===== config.mk =====
export PLATFORM = sky130hd
export DESIGN_NAME = base64_stream_encoder
export DESIGN_NICKNAME = d
export VERILOG_FILES = /design/src/rtl/b64e_pkg.sv /design/src/rtl/b64e_front.sv /design/src/rtl/b64e_queue.sv /design/src/rtl/b64e_back.sv /design/src/rtl/base64_stream_encoder.sv
export SDC_FILE = /design/constraint.sdc
export NUM_CORES = 1
export LEC_CHECK = 0
export BUFFER_PORTS_ARGS = -buffer_cell sky130_fd_sc_hd__buf_2
export CAP_MARGIN = 30
export CORE_MARGIN = 8
export CORE_UTILIZATION = 44
export DETAILED_ROUTE_END_ITERATION = 8
export SYNTH_ARGS = -nofsm -noshare
export SYNTH_HDL_FRONTEND = slang
export SYNTH_SLANG_ARGS = --single-unit

===== constraint.sdc =====
create_clock -name clk -period 2.9 [get_ports clk]
set_input_delay 0 -clock clk [delete_from_list [all_inputs] [get_ports clk]]
set_output_delay 0 -clock clk [all_outputs]
set_load 0.03 [all_outputs]

===== src/rtl/b64e_pkg.sv =====
`timescale 1ns / 1ps
// Shared types, constants and the sextet-to-character function for the base64 encoder.
// No dependencies.
package b64e_pkg;

  localparam int QUEUE_DEPTH = 2;

  localparam logic [7:0] CHAR_UPPER = 8'h41;
  localparam logic [7:0] CHAR_LOWER = 8'h61;
  localparam logic [7:0] CHAR_DIGIT = 8'h30;
  localparam logic [7:0] CHAR_PLUS  = 8'h2B;
  localparam logic [7:0] CHAR_SLASH = 8'h2F;
  localparam logic [7:0] CHAR_PAD   = 8'h3D;

  typedef struct packed {
    logic [7:0] data_byte;
    logic       final_byte;
  } in_item_t;

  typedef struct packed {
    logic [7:0] code_char;
    logic       end_mark;
  } out_item_t;

  typedef struct packed {
    logic [3:0][7:0] chars;
    logic [1:0]      last_idx;
    logic            end_mark;
  } entry_t;

  typedef enum logic [1:0] {
    PH_START = 2'd0,
    PH_ONE   = 2'd1,
    PH_TWO   = 2'd2
  } phase_t;

  function automatic logic [7:0] sextet_char(input logic [5:0] v);
    logic [7:0] w;
    begin
      w = {2'b00, v};
      if (v < 6'd26) return CHAR_UPPER + w;
      else if (v < 6'd52) return CHAR_LOWER + w - 8'd26;
      else if (v < 6'd62) return CHAR_DIGIT + w - 8'd52;
      else if (v == 6'd62) return CHAR_PLUS;
      else return CHAR_SLASH;
    end
  endfunction

endpackage


===== src/rtl/b64e_front.sv =====
`timescale 1ns / 1ps
// Front end: accepts bytes, tracks group phase and carry bits, builds one character entry.
// Depends on b64e_pkg.
module b64e_front import b64e_pkg::*; (
  input  logic     clk,
  input  logic     rst,
  input  logic     in_valid,
  output logic     in_stall,
  input  in_item_t in_data,
  input  logic     q_full,
  output logic     q_push,
  output entry_t   q_entry
);

  phase_t     phase;
  phase_t     phase_next;
  logic [3:0] carry;
  logic [3:0] carry_next;
  logic [7:0] b;
  logic       fin;

  assign in_stall = q_full;
  assign q_push   = in_valid && !q_full;
  assign b        = in_data.data_byte;
  assign fin      = in_data.final_byte;

  always_comb begin
    phase_next = phase;
    carry_next = carry;
    if (q_push) begin
      unique case (phase)
        PH_ONE: begin
          phase_next = fin ? PH_START : PH_TWO;
          carry_next = fin ? 4'd0 : b[3:0];
        end
        PH_TWO: begin
          phase_next = PH_START;
          carry_next = 4'd0;
        end
        default: begin
          phase_next = fin ? PH_START : PH_ONE;
          carry_next = fin ? 4'd0 : {2'b00, b[1:0]};
        end
      endcase
    end
  end

  always_comb begin
    q_entry = '0;
    unique case (phase)
      PH_ONE: begin
        q_entry.chars[0] = sextet_char({carry[1:0], b[7:4]});
        q_entry.chars[1] = sextet_char({b[3:0], 2'b00});
        q_entry.chars[2] = CHAR_PAD;
        q_entry.last_idx = fin ? 2'd2 : 2'd0;
        q_entry.end_mark = fin;
      end
      PH_TWO: begin
        q_entry.chars[0] = sextet_char({carry, b[7:6]});
        q_entry.chars[1] = sextet_char(b[5:0]);
        q_entry.last_idx = 2'd1;
        q_entry.end_mark = fin;
      end
      default: begin
        q_entry.chars[0] = sextet_char(b[7:2]);
        q_entry.chars[1] = sextet_char({b[1:0], 4'b0000});
        q_entry.chars[2] = CHAR_PAD;
        q_entry.chars[3] = CHAR_PAD;
        q_entry.last_idx = fin ? 2'd3 : 2'd0;
        q_entry.end_mark = fin;
      end
    endcase
  end

  always_ff @(posedge clk) begin
    if (rst) begin
      phase <= PH_START;
      carry <= 4'd0;
    end else begin
      phase <= phase_next;
      carry <= carry_next;
    end
  end

endmodule


===== src/rtl/b64e_queue.sv =====
`timescale 1ns / 1ps
// Short queue of character entries between front and back ends.
// Depends on b64e_pkg.
module b64e_queue import b64e_pkg::*; #(
  parameter int Depth = QUEUE_DEPTH
) (
  input  logic   clk,
  input  logic   rst,
  input  logic   push,
  input  entry_t push_entry,
  output logic   full,
  input  logic   pop,
  output logic   nonempty,
  output entry_t head
);

  localparam int PtrW = (Depth > 1) ? $clog2(Depth) : 1;
  localparam int CntW = $clog2(Depth + 1);
  localparam logic [PtrW-1:0] PtrLast = PtrW'(Depth - 1);
  localparam logic [CntW-1:0] CntFull = CntW'(Depth);

  entry_t          store [Depth];
  logic [PtrW-1:0] wr_ptr;
  logic [PtrW-1:0] rd_ptr;
  logic [CntW-1:0] count;

  assign full     = (count == CntFull);
  assign nonempty = (count != '0);
  assign head     = store[rd_ptr];

  always_ff @(posedge clk) begin
    if (push) store[wr_ptr] <= push_entry;
  end

  always_ff @(posedge clk) begin
    if (rst) begin
      wr_ptr <= '0;
      rd_ptr <= '0;
      count  <= '0;
    end else begin
      if (push) wr_ptr <= (wr_ptr == PtrLast) ? '0 : wr_ptr + 1'b1;
      if (pop)  rd_ptr <= (rd_ptr == PtrLast) ? '0 : rd_ptr + 1'b1;
      if (push && !pop) count <= count + 1'b1;
      else if (pop && !push) count <= count - 1'b1;
    end
  end

endmodule


===== src/rtl/b64e_back.sv =====
`timescale 1ns / 1ps
// Back end: steps through an entry's characters into the output register.
// Depends on b64e_pkg.
module b64e_back import b64e_pkg::*; (
  input  logic      clk,
  input  logic      rst,
  input  logic      q_nonempty,
  input  entry_t    q_head,
  output logic      q_pop,
  output logic      out_valid,
  input  logic      out_stall,
  output out_item_t out_data
);

  entry_t     cur;
  logic [1:0] idx;
  logic       busy;
  logic       load;
  logic       last;

  assign load  = !out_valid || !out_stall;
  assign last  = (idx == cur.last_idx);
  assign q_pop = q_nonempty && (!busy || (load && last));

  always_ff @(posedge clk) begin
    if (q_pop) cur <= q_head;
    if (load && busy) begin
      out_data.code_char <= cur.chars[idx];
      out_data.end_mark  <= cur.end_mark && last;
    end
  end

  always_ff @(posedge clk) begin
    if (rst) begin
      busy      <= 1'b0;
      idx       <= 2'd0;
      out_valid <= 1'b0;
    end else begin
      if (load) out_valid <= busy;
      if (q_pop) begin
        busy <= 1'b1;
        idx  <= 2'd0;
      end else if (load && busy) begin
        if (last) busy <= 1'b0;
        else idx <= idx + 2'd1;
      end
    end
  end

endmodule


===== src/rtl/base64_stream_encoder.sv =====
`timescale 1ns / 1ps
// Base64 stream encoder top level: front end, entry queue, back end.
// Depends on b64e_pkg, b64e_front, b64e_queue, b64e_back.
//
// Input channel in_valid/in_stall/in_data carries one message byte and a
// last-of-message flag. Output channel out_valid/out_stall/out_data carries
// one base64 character per request, with end_mark set on the final
// character of a message ('=' padding included).
// Each byte turns into one entry of one to four characters in the front
// end and waits in a queue of QueueDepth entries. While the receiver does not
// stall, the back end sends one character per cycle from the head entry through
// an output register. The first character of a byte passes through the queue
// store, the back end's entry register and the output register. A middle-of-group
// byte yields one character, a group-closing byte two and a final byte up to four,
// so the output port sets the rate at which bytes are taken.
// When the receiver stalls, the output register holds its character, the
// queue fills and in_stall rises once it is full.
// Reset clears group phase, carry bits, queue and output valid; the next
// byte starts a new group.
module base64_stream_encoder import b64e_pkg::*; #(
  parameter int QueueDepth = QUEUE_DEPTH
) (
  input  logic      clk,
  input  logic      rst,
  input  logic      in_valid,
  output logic      in_stall,
  input  in_item_t  in_data,
  output logic      out_valid,
  input  logic      out_stall,
  output out_item_t out_data
);

  logic   q_full;
  logic   q_push;
  logic   q_pop;
  logic   q_nonempty;
  entry_t q_entry;
  entry_t q_head;

  b64e_front u_front (
    .clk      (clk),
    .rst      (rst),
    .in_valid (in_valid),
    .in_stall (in_stall),
    .in_data  (in_data),
    .q_full   (q_full),
    .q_push   (q_push),
    .q_entry  (q_entry)
  );

  b64e_queue #(
    .Depth (QueueDepth)
  ) u_queue (
    .clk        (clk),
    .rst        (rst),
    .push       (q_push),
    .push_entry (q_entry),
    .full       (q_full),
    .pop        (q_pop),
    .nonempty   (q_nonempty),
    .head       (q_head)
  );

  b64e_back u_back (
    .clk        (clk),
    .rst        (rst),
    .q_nonempty (q_nonempty),
    .q_head     (q_head),
    .q_pop      (q_pop),
    .out_valid  (out_valid),
    .out_stall  (out_stall),
    .out_data   (out_data)
  );

endmodule


==> flow_metrics.tcl <==
set metrics [dict create \
    die_y_um 126 \
    slew_headroom_pct 58.9 \
    fillers 1104 \
    grt_max_degree 25 \
    ys_ff_latch 86 \
    cts_max_level 3 \
    finalClockSkew_ns 0.00802 \
    fin_crit_ns 2.37 \
    synthCells 515 \
    drc 0 \
    crit_end "u_queue.store[0][15]" \
    setup_viol 0 \
    whs_ns 0.0276 \
    sw_frac_of_total_pct 32.0 \
    ctsLongestPathBuffers 2 \
    crit_required_ns 2.99 \
    cts-root-buf "clkbuf_16" \
    arrival_ns 2.46 \
    path_clk_slew_ns 0.06 \
    critPathMaxFanout 13 \
    slew_violations 0 \
    muxShareOfSynthArea_pct 5.67 \
    synthArstFlopShare_pct 0 \
    rsz0062_at_grt "no" \
    diodes 0 \
    port_buffers 23 \
    power_frac_comb_pct 30.5 \
    rrSetupSlack_ns 0.53 \
    drv_cap 0 \
    synth-edff-count 72 \
    power.density_nw_per_um2 731 \
    placed_area_um2 5570 \
    worst_skew_pair.late_latency_ns 0.33 \
    seq_power_share_pct 43.4 \
    p_sw_mw 1.38 \
    grt_pass1_vias 3917 \
    reg2reg_to "u_queue.store[0][15]" \
    yosys_warnings 0 \
    post_drt_via_cell_ratio 5.99 \
    drt_pass1_iterations 6 \
    finalHoldViolations 0 \
    antenna_found_initial 0 \
    rr_startpoint "u_front.phase[0]" \
    synth_compound_area_share_pct 20.0 \
    crit_start "u_front.phase[0]" \
    antenna_left 0 \
    nNetsFinal 576 \
    cts_setup_buffers 0 \
    synth.distinct_cells 62 \
    grt.overflow.total 0 \
    min_path_type "input port to flip-flop" \
    p_leak_nw 2.13 \
    synth-main-ff-cell "edfxtp_1" \
    seq_area_frac_synth_pct 46.3 \
    tns_ns 0 \
    grt_pass1_wl_um 21300 \
    dieArea_um2 15800 \
    synth_top_family_by_area "compound AO/OA/AOI/OAI gates" \
    finalInstanceArea_um2 5890 \
    yosys.area_share.adder_pct 5.93 \
    tightest_slew_ns 0.617 \
    io_pins 24 \
    synth_area_per_cell_um2 10.2 \
    synth_fp_nets 553 \
    wl_per_cell_um 19.2 \
    intPower_mw 2.93 \
    cts_buffers 9 \
    rows 40 \
    status "completed" \
    initial_core_util_pct 44.5 \
    vias 4131 \
    drt_iter0_drc 369 \
    die_x_um 126 \
    fin_cells 690 \
    netlist_area_um2 5280 \
    dp_hpwl_um 9700 \
    irDropWorstVdd_v 0.000380 \
    final_util_pct 49.7 \
    p_clk_share_pct 26.2 \
    grt.total_usage_pct 16.8 \
    r2r_cells 5 \
    min_period_over_period_pct 81.7 \
    gp_congestion 0.974 \
    routed_wl_um 13300 \
    critPathKind "flip-flop to flip-flop" \
    syn2layout_area_growth_pct 11.7 \
    dp_cells 671 \
    clkSinkCount 86 \
    yosys.area_share.simple_pct 12.4 \
    cts_tree "built" \
    fmax_ghz 0.422 \
    critical_path.endpoint_type "flip-flop" \
    core_um2 11900 \
    drive_gt1_share_pct 16.4 \
    start_kind "flip-flop" \
    synthXorXnorAreaFrac_pct 4.81 \
]
==> placed cells by master, fill, tap and decap left out, types with 3 or more instances in the layout <==
master,n
edfxtp_1,72
a21oi_1,33
nor2_1,32
o21ai_0,29
nand2_1,27
ha_1,25
inv_1,24
xnor2_1,24
buf_2,23
mux2_2,22
nand3_1,19
buf_4,19
nor3_1,17
o211ai_1,15
dfxtp_1,14
a21o_1,11
nand2b_1,10
clkbuf_16,9
a31oi_1,7
a32oi_1,6
or3_1,5
and3_1,5
o21bai_1,5
nor2b_1,5
xor2_1,5
a22oi_1,5
o21a_1,4
a211oi_1,4
mux2i_1,4
nand4_1,4
a41oi_1,4
o22ai_1,4
a31o_2,3
a221oi_1,3
dlygate4sd3_1,3
==> through the flow <==
stage	setup slack, ns	total power, mW
after floorplan	0.421	2.84
after global placement	0.479	3.19
after detailed placement	0.562	3.21
after CTS	0.544	4.35
after global routing	0.403	4.54
final	0.531	4.31
==> final cells by class <==
class / count / area [µm²] / area share [%]
clock buffer: 9 / 225 / 3.82
inverter: 27 / 104 / 1.76
clock inverter: 7 / 72.6 / 1.23
multi-input combinational: 369 / 2580 / 43.7
tap: 147 / 184 / 3.12
timing repair buffer: 45 / 288 / 4.88
sequential: 86 / 2440 / 41.4
==> synthesized netlist by cell type, drive strengths merged, types with 3 or more instances <==
library cell,n,share of area [%]
a211oi,4,0.57
a21o,11,1.6
a21oi,33,3.1
a221oi,3,0.50
a22oi,5,0.71
a31o,3,0.50
a31oi,7,0.83
a32oi,6,1.0
a41oi,4,0.66
and3,5,0.59
buf,19,1.9
clkbuf,14,1.0
dfxtp,14,5.3
edfxtp,72,41
ha,25,5.9
inv,27,2.0
mux2,23,4.9
mux2i,4,0.76
nand2,27,1.9
nand2b,10,1.2
nand3,19,1.8
nand4,4,0.47
nor2,32,2.3
nor2b,5,0.59
nor3,18,1.8
o211ai,15,2.1
o21a,4,0.57
o21ai,31,2.9
o21bai,5,0.71
o22ai,4,0.47
o311ai,3,0.78
or3,5,0.59
xnor2,24,4.0
xor2,5,0.83
==> logic make-up after synthesis <==
group	after synthesis
buf+inv	60
fa+ha+maj	25
compound gates	155
simple gates	133
xor+xnor	29
mux	27
flops	86
==> power groups by stage <==
stage               registers (mW)  logic, mW  clock network [mW]
detailed placement            1.90       1.32                   0
floorplan                     1.99      0.846                   0
CTS                           1.87       1.33                1.15
global placement              1.89       1.30                   0
global route                  1.90       1.44                1.20
finish                        1.87       1.31                1.13
==> layer usage <==
| metal | up-vias | wire length (µm) | part of all wire [%] | GRT usage, % |
|---|---|---|---|---|
| met4 | 0 | 184 | 1.4 | 5.37 |
| met1 | 2010 | 6180 | 47 | 22.6 |
| li1 | 1976 | - | - | - |
| met2 | 132 | 6320 | 48 | 26.9 |
| met5 | - | 0 | 0 | 0 |
| met3 | 13 | 577 | 4.4 | 2.63 |
==> registers in the layout, summed over array words and instances (netlist names), 2 cells and up <==
signal and flops:
u_back.cur 21, u_back.idx 2, u_back.out_data 9, u_front.carry 4, u_front.phase 2, u_queue.count 2, u_queue.store 42
==> worst min-delay path by stage <==
stage | end | cells after the start | from | slack [ns]
2_1_floorplan | u_back.out_valid | 1 | rst | 0.07
3_3_place_gp | u_queue.store[1][0] | 1 | in_data[0] | 0.28
3_5_place_dp | u_queue.store[1][0] | 1 | in_data[0] | 0.28
4_1_cts | u_queue.wr_ptr | 2 | rst | 0.01
5_1_grt | u_queue.count[0] | 2 | rst | 0.04
6_report | u_queue.wr_ptr | 2 | rst | 0.03
==> repair_timing <==
action / 4_1_cts / 5_1_grt
resized for setup: 0 / 0
endpoints found under the setup margin: 0 / 0
hold endpoints to repair: 4 / 0
hold buffers: 3 / 0
==> worst max-delay path: stages, from the launching register on <==
cell,delay (ns)
dfxtp_1,0.35
inv_1,0.05
ha_1,0.47
nand2b_1,0.37
o41a_1,0.47
o31ai_1,0.42
Note: power is estimated with default switching activity, not from simulation.
